**config.mk**
```make
export PLATFORM = sky130hd
export DESIGN_NAME = obstacle_speed_governor_filter_unit
export DESIGN_NICKNAME = d
export VERILOG_FILES = /design/src/hw/rtl/osg_pkg.sv /design/src/hw/rtl/osg_hist_mem.sv /design/src/hw/rtl/osg_grader.sv /design/src/hw/rtl/osg_filter.sv /design/src/hw/rtl/obstacle_speed_governor_filter_unit.sv
export SDC_FILE = /design/constraint.sdc
export NUM_CORES = 2
export LEC_CHECK = 0
export ABC_AREA = 0
export BUFFER_PORTS_ARGS = -buffer_cell sky130_fd_sc_hd__buf_4
export CAP_MARGIN = 10
export CORE_ASPECT_RATIO = 0.6
export CORE_MARGIN = 4
export CORE_UTILIZATION = 35
export CTS_CLUSTER_DIAMETER = 50
export CTS_CLUSTER_SIZE = 40
export DETAILED_ROUTE_END_ITERATION = 10
export PLACE_DENSITY = 0.61
export SLEW_MARGIN = 15
export SYNTH_ARGS = -nofsm -noshare
export SYNTH_HDL_FRONTEND = slang
export SYNTH_SLANG_ARGS = --single-unit
```
**constraint.sdc**
```tcl
create_clock -name clk -period 14.4 [get_ports clk]
set_input_delay 0.72 -clock clk [delete_from_list [all_inputs] [get_ports clk]]
set_output_delay 0.72 -clock clk [all_outputs]
set_load 0.03 [all_outputs]
```
**src/hw/rtl/osg_pkg.sv**
```systemverilog
`timescale 1ns / 1ps

package osg_pkg;

  // Request codes carried on the func field.
  typedef enum logic [1:0] {
    FUNC_OBSTACLE  = 2'd0,
    FUNC_FRAME_END = 2'd1,
    FUNC_VELOCITY  = 2'd2
  } func_t;

  // Configuration register indexes.
  localparam logic REG_BODY_WIDTH    = 1'b0;
  localparam logic REG_FILTER_ENABLE = 1'b1;

  typedef logic [1:0] grade_t;

  localparam grade_t GRADE_STOP  = 2'd0;
  localparam grade_t GRADE_VSLOW = 2'd1;
  localparam grade_t GRADE_SLOW  = 2'd2;
  localparam grade_t GRADE_FREE  = 2'd3;

  // Frames that must pass after a stop before the histories are cleared.
  localparam logic [4:0] WAIT_LIMIT = 5'd20;
  // Longest averaging window.
  localparam logic [4:0] WIN_MAX = 5'd20;

  localparam int VEL_W = 16;
  localparam int SUM_W = 21;
  localparam int MAG_W = 20;

  // Division by five as a multiplication by ceil(2^23 / 5), exact below 2^22.
  localparam int          DIV5_SHIFT = 23;
  localparam logic [20:0] DIV5_MULT  = 21'd1677722;

  typedef struct packed {
    logic   start;
    logic   clear;
    logic   take;
    logic   enable;
    grade_t grade;
  } flt_ctrl_t;

  typedef struct packed {
    logic                    done;
    logic signed [VEL_W-1:0] left;
    logic signed [VEL_W-1:0] right;
  } flt_stat_t;

  function automatic logic [9:0] coeff_of(grade_t g);
    logic [9:0] c;
    unique case (g)
      GRADE_STOP:  c = 10'd0;
      GRADE_VSLOW: c = 10'd102;
      GRADE_SLOW:  c = 10'd205;
      default:     c = 10'd256;
    endcase
    return c;
  endfunction

  function automatic logic [4:0] win_len(grade_t g);
    logic [4:0] n;
    unique case (g)
      GRADE_STOP:  n = 5'd5;
      GRADE_VSLOW: n = 5'd10;
      GRADE_SLOW:  n = 5'd10;
      default:     n = 5'd20;
    endcase
    return n;
  endfunction

  // Window length is five times two to this power.
  function automatic logic [1:0] win_shift(grade_t g);
    logic [1:0] s;
    unique case (g)
      GRADE_STOP:  s = 2'd0;
      GRADE_VSLOW: s = 2'd1;
      GRADE_SLOW:  s = 2'd1;
      default:     s = 2'd2;
    endcase
    return s;
  endfunction

endpackage

```
**src/hw/rtl/osg_hist_mem.sv**
```systemverilog
`timescale 1ns / 1ps

module osg_hist_mem import osg_pkg::*; #(
  parameter int HISTORY_DEPTH = 32
) (
  input  logic                             clk,
  input  logic                             we,
  input  logic [$clog2(HISTORY_DEPTH)-1:0] waddr,
  input  logic [2*VEL_W-1:0]               wdata,
  input  logic [$clog2(HISTORY_DEPTH)-1:0] raddr,
  output logic [2*VEL_W-1:0]               rdata
);

  // Left sample in the upper half, right sample in the lower half.
  logic [2*VEL_W-1:0] mem [HISTORY_DEPTH];

  always_ff @(posedge clk) begin
    if (we) begin
      mem[waddr] <= wdata;
    end
    rdata <= mem[raddr];
  end

endmodule

```
**src/hw/rtl/osg_grader.sv**
```systemverilog
`timescale 1ns / 1ps

module osg_grader import osg_pkg::*; (
  input  logic               clk,
  input  logic               rst,
  input  logic               start,
  input  logic signed [12:0] obstacle_x,
  input  logic signed [12:0] obstacle_y,
  input  logic [9:0]         body_width,
  output logic               grade_valid,
  output grade_t             grade
);

  logic               p0;
  logic               p1;
  logic signed [12:0] x0;
  logic signed [12:0] y0;

  logic               straight;
  logic signed [12:0] x1;
  logic [27:0]        r4;
  logic [21:0]        t0;
  logic [21:0]        t1;
  logic [21:0]        t2;

  logic [12:0] ax;
  logic [12:0] ay;
  logic [10:0] w200;
  logic [10:0] w400;
  logic [10:0] w600;
  logic [25:0] xx;
  logic [25:0] yy;

  always_comb begin
    ax   = x0[12] ? 13'(-x0) : 13'(x0);
    ay   = y0[12] ? 13'(-y0) : 13'(y0);
    w200 = 11'(body_width) + 11'd200;
    w400 = 11'(body_width) + 11'd400;
    w600 = 11'(body_width) + 11'd600;
    xx   = 26'(ax) * 26'(ax);
    yy   = 26'(ay) * 26'(ay);
  end

  always_ff @(posedge clk) begin
    if (rst) begin
      p0          <= 1'b0;
      p1          <= 1'b0;
      grade_valid <= 1'b0;
    end else begin
      p0          <= start;
      p1          <= p0;
      grade_valid <= p1;
    end
    if (start) begin
      x0 <= obstacle_x;
      y0 <= obstacle_y;
    end
    // Four times the squared range, and the squares of the three widened thresholds.
    straight <= {ay, 1'b0} < 14'(w200);
    x1       <= x0;
    r4       <= {xx + yy, 2'b00};
    t0       <= 22'(w200) * 22'(w200);
    t1       <= 22'(w400) * 22'(w400);
    t2       <= 22'(w600) * 22'(w600);
    if (straight) begin
      if (x1 < 13'sd300) begin
        grade <= GRADE_STOP;
      end else if (x1 < 13'sd500) begin
        grade <= GRADE_VSLOW;
      end else if (x1 < 13'sd700) begin
        grade <= GRADE_SLOW;
      end else begin
        grade <= GRADE_FREE;
      end
    end else begin
      if (r4 < 28'(t0)) begin
        grade <= GRADE_STOP;
      end else if (r4 < 28'(t1)) begin
        grade <= GRADE_VSLOW;
      end else if (r4 < 28'(t2)) begin
        grade <= GRADE_SLOW;
      end else begin
        grade <= GRADE_FREE;
      end
    end
  end

endmodule

```
**src/hw/rtl/osg_filter.sv**
```systemverilog
`timescale 1ns / 1ps

module osg_filter import osg_pkg::*; #(
  parameter int HISTORY_DEPTH = 32
) (
  input  logic                    clk,
  input  logic                    rst,
  input  flt_ctrl_t               ctrl,
  input  logic signed [VEL_W-1:0] vel_left,
  input  logic signed [VEL_W-1:0] vel_right,
  output flt_stat_t               stat
);

  localparam int AW = $clog2(HISTORY_DEPTH);
  localparam logic [AW:0]   DEPTH_W = (AW + 1)'(HISTORY_DEPTH);
  localparam logic [AW-1:0] LAST    = AW'(HISTORY_DEPTH - 1);

  typedef enum logic [6:0] {
    F_IDLE  = 7'b0000001,
    F_SCALE = 7'b0000010,
    F_PUSH  = 7'b0000100,
    F_SUM   = 7'b0001000,
    F_DIV   = 7'b0010000,
    F_FIN   = 7'b0100000,
    F_DONE  = 7'b1000000
  } fstate_t;

  fstate_t fstate;

  logic [AW-1:0] ptr;
  logic [4:0]    fill;
  logic [4:0]    idx;
  logic          pend;
  logic          pend_ok;

  grade_t                  g;
  logic                    en;
  logic signed [VEL_W-1:0] lv;
  logic signed [VEL_W-1:0] rv;
  logic signed [VEL_W-1:0] sl;
  logic signed [VEL_W-1:0] sr;
  logic signed [SUM_W-1:0] acc_l;
  logic signed [SUM_W-1:0] acc_r;
  logic [40:0]             prod_l;
  logic [40:0]             prod_r;
  logic                    neg_l;
  logic                    neg_r;
  logic signed [VEL_W-1:0] res_l;
  logic signed [VEL_W-1:0] res_r;

  logic               mem_we;
  logic [AW-1:0]      raddr;
  logic [2*VEL_W-1:0] rdata;
  logic [AW:0]        ptr_ext;
  logic [AW:0]        idx_ext;
  logic [SUM_W-1:0]   mag_l;
  logic [SUM_W-1:0]   mag_r;
  logic [17:0]        q_l;
  logic [17:0]        q_r;

  // Velocity times a Q8 coefficient, quotient truncated toward zero.
  function automatic logic signed [VEL_W-1:0] scale_vel(logic signed [VEL_W-1:0] v,
                                                        logic [9:0] c);
    logic signed [26:0] p;
    logic signed [26:0] pb;
    p  = 27'(v) * $signed({17'd0, c});
    pb = p + (p[26] ? 27'sd255 : 27'sd0);
    return pb[23:8];
  endfunction

  // Entry idx places before the newest one, wrapping round the buffer.
  always_comb begin
    ptr_ext = {1'b0, ptr};
    idx_ext = (AW + 1)'(idx);
    if (idx_ext > ptr_ext) begin
      raddr = AW'(ptr_ext + DEPTH_W - idx_ext);
    end else begin
      raddr = AW'(ptr_ext - idx_ext);
    end
    mag_l = acc_l[SUM_W-1] ? SUM_W'(-acc_l) : SUM_W'(acc_l);
    mag_r = acc_r[SUM_W-1] ? SUM_W'(-acc_r) : SUM_W'(acc_r);
    q_l   = prod_l[40:DIV5_SHIFT] >> win_shift(g);
    q_r   = prod_r[40:DIV5_SHIFT] >> win_shift(g);
    mem_we = (fstate == F_PUSH);
  end

  osg_hist_mem #(
    .HISTORY_DEPTH(HISTORY_DEPTH)
  ) u_mem (
    .clk  (clk),
    .we   (mem_we),
    .waddr(ptr),
    .wdata({sl, sr}),
    .raddr(raddr),
    .rdata(rdata)
  );

  always_ff @(posedge clk) begin
    if (rst) begin
      fstate <= F_IDLE;
      ptr    <= '0;
      fill   <= '0;
      pend   <= 1'b0;
    end else begin
      unique case (fstate)
        F_IDLE: begin
          if (ctrl.start) begin
            fstate <= F_SCALE;
          end
        end
        F_SCALE: begin
          fstate <= en ? F_PUSH : F_DONE;
        end
        F_PUSH: begin
          fstate <= F_SUM;
          pend   <= 1'b0;
        end
        F_SUM: begin
          pend <= (idx < win_len(g));
          if ((idx == win_len(g)) && !pend) begin
            fstate <= F_DIV;
          end
        end
        F_DIV: begin
          fstate <= F_FIN;
        end
        F_FIN: begin
          fstate <= F_DONE;
          ptr    <= (ptr == LAST) ? '0 : ptr + 1'b1;
          fill   <= (fill == WIN_MAX) ? WIN_MAX : fill + 1'b1;
        end
        F_DONE: begin
          if (ctrl.take) begin
            fstate <= F_IDLE;
          end
        end
        default: begin
          fstate <= F_IDLE;
        end
      endcase
      if (ctrl.clear) begin
        fill <= '0;
      end
    end

    if (fstate == F_IDLE && ctrl.start) begin
      lv <= vel_left;
      rv <= vel_right;
      g  <= ctrl.grade;
      en <= ctrl.enable;
    end
    if (fstate == F_SCALE) begin
      sl    <= scale_vel(lv, coeff_of(g));
      sr    <= scale_vel(rv, coeff_of(g));
      res_l <= scale_vel(lv, coeff_of(g));
      res_r <= scale_vel(rv, coeff_of(g));
    end
    if (fstate == F_PUSH) begin
      acc_l <= SUM_W'(sl);
      acc_r <= SUM_W'(sr);
      idx   <= 5'd1;
    end
    if (fstate == F_SUM) begin
      if (idx < win_len(g)) begin
        idx     <= idx + 1'b1;
        pend_ok <= (idx <= fill);
      end
      if (pend && pend_ok) begin
        acc_l <= acc_l + SUM_W'($signed(rdata[2*VEL_W-1:VEL_W]));
        acc_r <= acc_r + SUM_W'($signed(rdata[VEL_W-1:0]));
      end
    end
    if (fstate == F_DIV) begin
      prod_l <= 41'(mag_l[MAG_W-1:0]) * 41'(DIV5_MULT);
      prod_r <= 41'(mag_r[MAG_W-1:0]) * 41'(DIV5_MULT);
      neg_l  <= acc_l[SUM_W-1];
      neg_r  <= acc_r[SUM_W-1];
    end
    if (fstate == F_FIN) begin
      res_l <= neg_l ? VEL_W'(-q_l) : VEL_W'(q_l);
      res_r <= neg_r ? VEL_W'(-q_r) : VEL_W'(q_r);
    end
  end

  assign stat.done  = (fstate == F_DONE);
  assign stat.left  = res_l;
  assign stat.right = res_r;

endmodule

```
**src/hw/rtl/obstacle_speed_governor_filter_unit.sv**
```systemverilog
`timescale 1ns / 1ps
// An obstacle request passes through the grader's registers; a frame-end request is
// settled in the idle state. A velocity request is scaled, pushed, summed over the
// window and divided, or only scaled with filtering off.
// Throughput: one request at a time; the history sum reads one memory entry a cycle.
// Reset (rst, synchronous) restores the control registers, grade 3 and an empty history.

module obstacle_speed_governor_filter_unit import osg_pkg::*; #(
  parameter int HISTORY_DEPTH = 32
) (
  input  logic               clk,
  input  logic               rst,
  // Request channel.
  input  logic               in_valid,
  output logic               in_ready,
  input  logic [1:0]         func,
  input  logic signed [12:0] obstacle_x,
  input  logic signed [12:0] obstacle_y,
  input  logic signed [15:0] vel_left,
  input  logic signed [15:0] vel_right,
  // Result channel.
  output logic               out_valid,
  input  logic               out_ready,
  output logic signed [15:0] left_out,
  output logic signed [15:0] right_out,
  output logic [1:0]         speed_level,
  output logic               waiting,
  // Configuration port.
  input  logic               cfg_write,
  input  logic               cfg_index,
  input  logic [9:0]         cfg_data
);

  // The top level only sequences requests: obstacles go to the grader, velocity
  // samples to the filter, and frame ends are settled here.
  typedef enum logic [2:0] {
    ST_IDLE  = 3'b001,
    ST_GRADE = 3'b010,
    ST_FILT  = 3'b100
  } state_t;

  state_t state;

  logic [9:0] body_width;
  logic       filter_enable;
  grade_t     speed_grade;
  grade_t     frame_best;
  logic       wait_active;
  logic [4:0] wait_count;
  grade_t     sample_level;
  logic       sample_wait;

  logic      accept;
  logic      grade_valid;
  grade_t    obstacle_grade;
  flt_ctrl_t flt_ctrl;
  flt_stat_t flt_stat;
  logic      take;

  grade_t     speed_grade_next;
  logic       wait_active_next;
  logic [4:0] wait_count_next;
  logic       hist_clear;

  assign in_ready = (state == ST_IDLE);
  assign accept   = in_valid && in_ready;
  // The finished sample moves to the output register once that register is free.
  assign take     = (state == ST_FILT) && flt_stat.done && (!out_valid || out_ready);

  // Frame end: the least grade of the frame becomes the speed grade. A stop grade
  // starts the wait, which holds the grade at stop and counts frames; once the
  // count passes its limit the wait ends and both histories are emptied.
  always_comb begin
    speed_grade_next = frame_best;
    wait_active_next = wait_active;
    wait_count_next  = wait_count;
    hist_clear       = 1'b0;
    if (frame_best == GRADE_STOP) begin
      wait_active_next = 1'b1;
      wait_count_next  = '0;
    end
    if (wait_active_next) begin
      wait_count_next  = wait_count_next + 1'b1;
      speed_grade_next = GRADE_STOP;
    end
    if (wait_count_next > WAIT_LIMIT) begin
      hist_clear       = 1'b1;
      wait_active_next = 1'b0;
      wait_count_next  = '0;
    end
  end

  always_comb begin
    flt_ctrl.start  = accept && (func == FUNC_VELOCITY);
    flt_ctrl.clear  = accept && (func == FUNC_FRAME_END) && hist_clear;
    flt_ctrl.take   = take;
    flt_ctrl.enable = filter_enable;
    flt_ctrl.grade  = speed_grade;
  end

  osg_grader u_grader (
    .clk        (clk),
    .rst        (rst),
    .start      (accept && (func == FUNC_OBSTACLE)),
    .obstacle_x (obstacle_x),
    .obstacle_y (obstacle_y),
    .body_width (body_width),
    .grade_valid(grade_valid),
    .grade      (obstacle_grade)
  );

  osg_filter #(
    .HISTORY_DEPTH(HISTORY_DEPTH)
  ) u_filter (
    .clk      (clk),
    .rst      (rst),
    .ctrl     (flt_ctrl),
    .vel_left (vel_left),
    .vel_right(vel_right),
    .stat     (flt_stat)
  );

  always_ff @(posedge clk) begin
    if (rst) begin
      state         <= ST_IDLE;
      body_width    <= 10'd100;
      filter_enable <= 1'b1;
      speed_grade   <= GRADE_FREE;
      frame_best    <= GRADE_FREE;
      wait_active   <= 1'b0;
      wait_count    <= '0;
      out_valid     <= 1'b0;
    end else begin
      if (cfg_write) begin
        unique case (cfg_index)
          REG_BODY_WIDTH:    body_width    <= cfg_data;
          REG_FILTER_ENABLE: filter_enable <= cfg_data[0];
          default:           body_width    <= body_width;
        endcase
      end

      unique case (state)
        ST_IDLE: begin
          if (accept) begin
            unique case (func)
              FUNC_OBSTACLE: begin
                state <= ST_GRADE;
              end
              FUNC_FRAME_END: begin
                frame_best  <= GRADE_FREE;
                speed_grade <= speed_grade_next;
                wait_active <= wait_active_next;
                wait_count  <= wait_count_next;
              end
              FUNC_VELOCITY: begin
                state <= ST_FILT;
              end
              default: begin
                state <= ST_IDLE;
              end
            endcase
          end
        end
        ST_GRADE: begin
          if (grade_valid) begin
            state <= ST_IDLE;
            if (obstacle_grade < frame_best) begin
              frame_best <= obstacle_grade;
            end
          end
        end
        ST_FILT: begin
          if (take) begin
            state <= ST_IDLE;
          end
        end
        default: begin
          state <= ST_IDLE;
        end
      endcase

      if (take) begin
        out_valid <= 1'b1;
      end else if (out_ready) begin
        out_valid <= 1'b0;
      end
    end

    // The grade and wait flag seen by a sample are those in force when it arrives.
    if (accept && (func == FUNC_VELOCITY)) begin
      sample_level <= speed_grade;
      sample_wait  <= wait_active;
    end
    if (take) begin
      left_out    <= flt_stat.left;
      right_out   <= flt_stat.right;
      speed_level <= sample_level;
      waiting     <= sample_wait;
    end
  end

  // The stop wait always forces the stop grade.
  a_wait_forces_stop: assert property (@(posedge clk) disable iff (rst)
    wait_active |-> speed_grade == GRADE_STOP)
    else $error("wait in force without stop grade");

  // The frame counter only runs while the wait is in force.
  a_count_idle: assert property (@(posedge clk) disable iff (rst)
    !wait_active |-> wait_count == '0)
    else $error("wait count running outside a wait");

  // A grade arrives from the grader only while an obstacle request is pending.
  a_grade_expected: assert property (@(posedge clk) disable iff (rst)
    grade_valid |-> state == ST_GRADE)
    else $error("unexpected obstacle grade");

  // The filter finishes only while a velocity request is pending.
  a_filter_expected: assert property (@(posedge clk) disable iff (rst)
    flt_stat.done |-> state == ST_FILT)
    else $error("unexpected filter result");

endmodule
```
* Word level (Yosys, flattened, before mapping)
Memories as Yosys holds them, arrays and structs flattened. A register that Yosys moved wholly into a read port is not among the register bits. Index checks and enable logic that the tools add are counted.
Cells by class: eq/ne operators 26, mux-type cells 64, bitwise gates (word level) 1, $lt $le $gt $ge 13, $mul 9, shift-type cells 2, reductions and logical operators 29, add/sub/neg operators 21
Operators by type and width (number):
- $mux W21 | 6
- $mux W16 | 6
- $lt A28 B22 Y1 | 3
- $mul A20 B20 Y40 const B | 2
- $mul A11 B11 Y22 | 3
- $mux W5 | 11
- $mul A16 B11 Y27 | 2
- $mul A13 B13 Y26 | 2
- $pmux W7 S7 | 1
- $add A24 B24 Y24 | 2
- $add A21 B16 Y21 | 2
- $mux W20 | 2
- $neg A20 Y20 | 2
- $shr A18 B2 Y16 | 2
- $neg A16 Y16 | 2
- $mux W7 | 4
- $pmux W9 S3 | 1
- $add A26 B26 Y26 | 1
- $lt A13 B10 Y1 const B | 2
- $mux W13 | 2
- $neg A13 Y13 | 2
- $add A5 B1 Y5 const B | 5
- $mux W2 | 10
- $pmux W3 S3 | 2
- other kinds (45) | 88
Word-level totals: input port bits 76, RAM bits 1024, bits in registers 447, logic and storage cells 212, memories 1, output and inout bits 37
Memories:
- u_filter.u_mem.mem | depth 32, width 32, rd ports 1, clocked after memory_dff 1, write ports 1, line osg_hist_mem.sv:15 | logic [2*VEL_W-1:0] mem [HISTORY_DEPTH];

* Logic depth before layout (Yosys ltp)
word-level depth 9, depth in mapped cells 39

* Hierarchy
A second synthesis with hierarchy kept.
Second synthesis, totals: cell total of the unflattened synthesis 8741, area total of the unflattened synthesis 102624.7 um^2
By module, submodules not included:
- osg_hist_mem | cells an instance 2260, instances 1, area an instance 40490.1 um^2
- osg_filter | cells an instance 3685, instances 1, area an instance 35938.2 um^2
- osg_grader | cells an instance 2600, instances 1, area an instance 23806.6 um^2
- obstacle_speed_governor_filter_unit | cells an instance 196, instances 1, area an instance 2389.8 um^2

* Least setup slack after synthesis
No wires, ideal clock.
path type register -> register, start register u_filter.g[0], end register u_filter.res_r[6] (data pin), stages on the path, launching flop included 38, data arrival time 8559 ps, clock period less this slack 8819 ps, data required time 14140 ps, path slack 5581 ps, cells stage by stage edfxtp_1 -> inv_1 -> ha_1 -> buf_6 -> buf_1 -> buf_2 -> clkbuf_1 -> clkbuf_1 -> nand2_1 -> fa_1 -> fa_1 -> fa_1 -> inv_1 -> fa_1 -> inv_1 -> fa_1 -> inv_1 -> ha_1 -> [... 2 more ...] -> a21oi_1 -> a211o_1 -> o2111a_1 -> o211ai_1 -> nand2_1 -> nand2b_1 -> nand2_1 -> xnor2_1 -> ha_1 -> a21oi_1 -> nor2b_1 -> nor2_1 -> and3_1 -> a211oi_1 -> buf_2 -> nand4_1 -> xnor2_1 -> mux2_2
On the way: word-level cells in the longest chain between the ends 8, elaborated cells between the ends (all ways) 15, those cells by class add/sub: 2; mul: 1; eq/ne: 2; shift: 1; mux: 7; reduce/logical: 2
Ends and longest elaborated chain:
- from (decl) | line osg_filter.sv:36 | grade_t g;
- from (signal assigned) | line osg_filter.sv:149 | g <= ctrl.grade;
- $eq A2 B2 Y1 (tied with other cells) | line osg_pkg.sv:52, osg_pkg.sv:75
- $pmux W9 S3 | line osg_pkg.sv:52 | unique case (g)
- $mux W10 | line osg_filter.sv:152 | if (fstate == F_SCALE) begin
- $mul A16 B11 Y27 | line osg_filter.sv:66 | p = 27'(v) * $signed({17'd0, c});
- $mux W8 | line osg_filter.sv:67 | pb = p + (p[26] ? 27'sd255 : 27'sd0);
- $add A24 B24 Y24 | line osg_filter.sv:67
- $mux W16 | line osg_filter.sv:152
- $mux W16 * | line osg_filter.sv:179 | if (fstate == F_FIN) begin
- to (signal assigned) | line osg_filter.sv:156 | res_r <= scale_vel(rv, coeff_of(g));
- to (signal assigned) | line osg_filter.sv:181 | res_r <= neg_r ? VEL_W'(-q_r) : VEL_W'(q_r);
- to (decl) | line osg_filter.sv:49 | logic signed [VEL_W-1:0] res_r;
Mark *: on every way between the ends. The rest lies on a longest branch, timed or not. The select of a mux whose other input is x is not followed. A chain may end at the register's enable or synchronous reset.

* Final worst setup path
start register u_filter.acc_r[4], end register u_filter.prod_r[39] (data pin)
On the way: word-level cells in the longest chain between the ends 3
Ends and longest elaborated chain:
- from (decl) | line osg_filter.sv:43 | logic signed [SUM_W-1:0] acc_r;
- from (signal assigned) | line osg_filter.sv:160 | acc_r <= SUM_W'(sr);
- from (signal assigned) | line osg_filter.sv:170 | acc_r <= acc_r + SUM_W'($signed(rdata[VEL_W-1:0]));
- $neg A20 Y20 | line osg_filter.sv:81 | mag_r = acc_r[SUM_W-1] ? SUM_W'(-acc_r) : SUM_W'(acc_r);
- $mux W20 * | line osg_filter.sv:81
- $mul A20 B20 Y40 * | line osg_filter.sv:175 | prod_r <= 41'(mag_r[MAG_W-1:0]) * 41'(DIV5_MULT);
- to (signal assigned) | line osg_filter.sv:175
- to (decl) | line osg_filter.sv:45 | logic [40:0] prod_r;
Mark *: on every way between the ends. The rest lies on a longest branch, timed or not.

==> summary.md <==
| Metric | Value |
|---|---|
| Final Cell Area | `about 110000 um^2` |
| Hold EP | `u_grader.y0[10]` |
| Routed WL per cell | `around 22 um` |
| Distinct cells, synth | `84` |
| Flops & latches, synth | `about 1400` |
| Clock share of power | `0.201` |
| Critical path endpoint category | `register` |
| WP buf/inv | `6` |
| Launching point of the worst reg2reg path | `u_filter.acc_r[4]` |
| Leakage power | `48.9 nW` |
| Status | `complete, no violations` |
| Placed inst area | `between 100000 and 150000 um^2` |
| Synthesis Warnings | `0` |
| Post-Syn Area | `roughly 100000 um^2` |
| Commonest cells post-synth | `inv_1, edfxtp_1, ha_1` |
| Routed Wire Length | `272 mm` |
| DP HPWL | `between 200 and 250 mm` |
| Combinational power share | `0.484` |
| Pin count of the biggest net entering global routing | `96` |
| DRT iter0 DRCs | `6194` |
| Most frequent cell after synthesis | `inv_1` |
| Initial antenna violation count | `4` |
| Crit path DAT | `about 10 ns` |
| Post-Syn Area per Cell | `12.1 um^2` |
| Share of total power in sequential cells | `0.315` |
| NetSw | `between 6 and 7 mW` |
| Clk sinks | `~1400` |
| Worst VDD drop | `393 uV` |
| Final TNS setup | `0 ns` |
| Tmin final | `roughly 9.9 ns` |
| Area of the multi-input gates | `around 54000 um^2` |
| Vias | `~64000` |
| Die Wd | `just over 700 um` |
| # nets final | `around 11000` |
| Vias in the first global route | `about 64000` |
| R2R Path End | `u_filter.prod_r[39]` |
| Synth top area cells | `edfxtp_1, fa_1, ha_1` |
| GR Util All Layers | `0.181` |
| Async S/R FF share, synth | `0` |
| Hold Crit Class | `in -> reg` |
| Reg2Reg Depth | `29` |
| Setup crit start kind | `register` |
| First-pass GRT wire length | `between 400 and 500 mm` |
| Setup Fix Bufs, Post-CTS | `0` |
| FF+latch area | `approximately 41000 um^2` |
| Design Power | `~15 mW` |
| Router iterations before antenna repair | `6` |
| IO Count | `113` |
| CTS Root Cell | `clkbuf_16` |
| Final Hold Viols | `0` |
| Post-synthesis sequential area ratio | `0.405` |
| Post-route ant nets | `0` |
| Max stage delay on crit path | `a little under 0.9 ns` |
| Port bufs | `112` |
| Switch share | `0.396` |
| Area added between synthesis and finish | `9.82%` |
| CP Class | `reg -> reg` |
| Worst Min Path Start | `obstacle_y[10]` |
| Slew Limit Headroom | `0.150` |
| CP Max Fanout | `6` |
| Top_reg_cell synth | `edfxtp_1` |
| Post-synth top area share | `0.361` |
| Power density cells | `roughly 140 nW/um^2` |
| Fmax achieved | `roughly 100 MHz` |
| Gate Count Post-Synth | `between 8000 and 9000` |
| Filler instances | `approximately 27000` |
| Die outline area | `around 300000 um^2` |
| WHS | `0.145 ns` |
| Die H | `between 400 and 500 um` |
| TritonCTS clock tree | `built` |
| Clock Skews | `0.0341 ns` |
| Vias per cell | `between 5 and 6` |
| Grt ovf | `0` |
| Dominant cell type by area after synthesis | `edfxtp_1` |
| Worst-path clk slew | `about 0.10 ns` |
| Pint | `between 9 and 10 mW` |
| Htree depth | `3` |
| # setup viols final | `0` |
| Tcrit/Tclk final | `0.691` |
| Initial Utilization | `0.352` |
| Cell mode on critical path | `inv_1` |
| Worst-Skew Late Latency | `between 0.7 and 0.8 ns` |
| # DRC | `0` |
| Post-synth EDFFs | `approximately 1200` |
| CTS Buffer Depth | `3` |
| Worst reg-to-reg setup slack | `around 4.5 ns` |
| Hold Path Depth | `1` |
| CTS buffer count | `89` |
| Max-cap viol count | `0` |
| Unrepaired setup endpoints after global routing | `false` |
| Cts hold-fix bufs | `0` |
| Row count | `about 150` |
| CP max-delay cell | `a211oi_1` |
| Worst-margin pin slew | `approximately 1.3 ns` |
| Share of cells above drive strength 1 | `0.0904` |
| Cts repair resizes | `0` |
| Final GP Congestion | `approximately 0.93` |
| Final core occ | `0.386` |
| Core box area | `around 290000 um^2` |
| Cell family with most CP delay | `adder cells` |
| Final Max Tran Viols | `0` |
| WP data required | `14.86 ns` |
per-layer routing:
layer  share of wire  global-route usage  vias up
li1                -                   -    28678
met1            0.50               0.293    32522
met2            0.39               0.242     2434
met3           0.099              0.0434      232
met4           0.016              0.0279        0
met5               0                   0        -
power by group through the flow:
| stage | Clock (mW) | Sequential [mW] | Combinational (mW) |
|---|---|---|---|
| 2_1_floorplan | 0 | 4.90 | 5.64 |
| 3_3_place_gp | 0 | 4.97 | 7.31 |
| 3_5_place_dp | 0 | 4.97 | 7.39 |
| 4_1_cts | 3.17 | 4.87 | 7.46 |
| 5_1_grt | 3.33 | 4.88 | 8.55 |
| 6_report | 3.10 | 4.87 | 7.50 |
layout by cell type (no fill, tap or decap), drive strengths merged, types with 33 or more instances in the layout:
master / Yosys / layout
buf: 53 / 232
nor2b: 52 / 52
xnor2: 243 / 243
edfxtp: 1226 / 1226
nand2b: 56 / 56
inv: 1666 / 1700
a211oi: 38 / 38
nand3: 219 / 219
o21a: 54 / 54
nor2: 381 / 381
nand4: 33 / 33
and2: 116 / 116
ha: 961 / 961
o21ai: 175 / 175
clkinv: 14 / 48
a31oi: 50 / 50
nand2: 707 / 707
clkbuf: 153 / 99
a21oi: 216 / 216
or3: 45 / 45
mux4: 276 / 276
fa: 930 / 930
nor3: 60 / 60
a21o: 79 / 79
xor2: 96 / 96
dfxtp: 222 / 222
stage by stage:
| stage | std cells | setup WS (ns) |
|---|---|---|
| 3_3_place_gp | 12359 | 4.76 |
| 6_report | 12543 | 4.46 |
| 5_1_grt | 12541 | 4.03 |
| 3_5_place_dp | 12363 | 4.69 |
| 4_1_cts | 12530 | 4.63 |
| 2_1_floorplan | 8471 | 5.58 |
cell type report:
type                            count  area share
Timing Repair Buffer              233      0.0174
Inverter                         1680      0.0564
Multi-Input combinational cell   5137       0.483
Clock inverter                     69      0.0104
Sequential cell                  1448       0.369
Antenna cell                        3   0.0000671
Clock buffer                       98      0.0210
Tap cell                         3875      0.0433
cells by family (layout without fill, tap and decap cells):
| kind of cell | after synthesis | after routing | share of synthesized area |
|---|---|---|---|
| simple gates | 1773 | 1773 | 0.0798 |
| buf+inv | 1886 | 2080 | 0.0696 |
| compound gates | 790 | 790 | 0.0496 |
| other cells | 2 | 26 | 0.0000737 |
| flops | 1448 | 1448 | 0.405 |
| fa+ha+maj | 1891 | 1891 | 0.301 |
| xor+xnor | 339 | 339 | 0.0291 |
| mux | 321 | 321 | 0.0661 |
worst register-to-register path: cells and delay by family, from the launching register on:
family | cells | cell delay (ns)
fa+ha+maj | 8 | 3.43
simple gates | 7 | 2.49
compound gates | 6 | 2.23
xor+xnor | 1 | 0.57
flops | 1 | 0.39
buf+inv | 6 | 0.33
mux | 1 | 0.22
registers in the layout, indices dropped and copies added (netlist names), 18 cells and up:
name                  count
u_filter.u_mem.mem     1024
u_filter.prod_l          18
u_grader.r4              26
u_grader.t0              20
u_filter.u_mem.rdata     32
u_grader.t1              19
u_filter.prod_r          18
u_filter.acc_r           21
u_filter.acc_l           21
u_grader.t2              18
worst max-delay path by stage:
stage                 startpoint                   to  cells past startpoint
2_1_floorplan      u_filter.g[0]    u_filter.res_r[6]                     37
3_3_place_gp   u_filter.acc_r[4]  u_filter.prod_r[39]                     30
3_5_place_dp   u_filter.acc_r[4]  u_filter.prod_r[39]                     29
4_1_cts        u_filter.acc_r[4]  u_filter.prod_r[39]                     29
5_1_grt        u_filter.acc_r[6]  u_filter.prod_r[38]                     30
6_report       u_filter.acc_r[4]  u_filter.prod_r[39]                     29
Note: power is estimated with default switching activity, not from simulation.
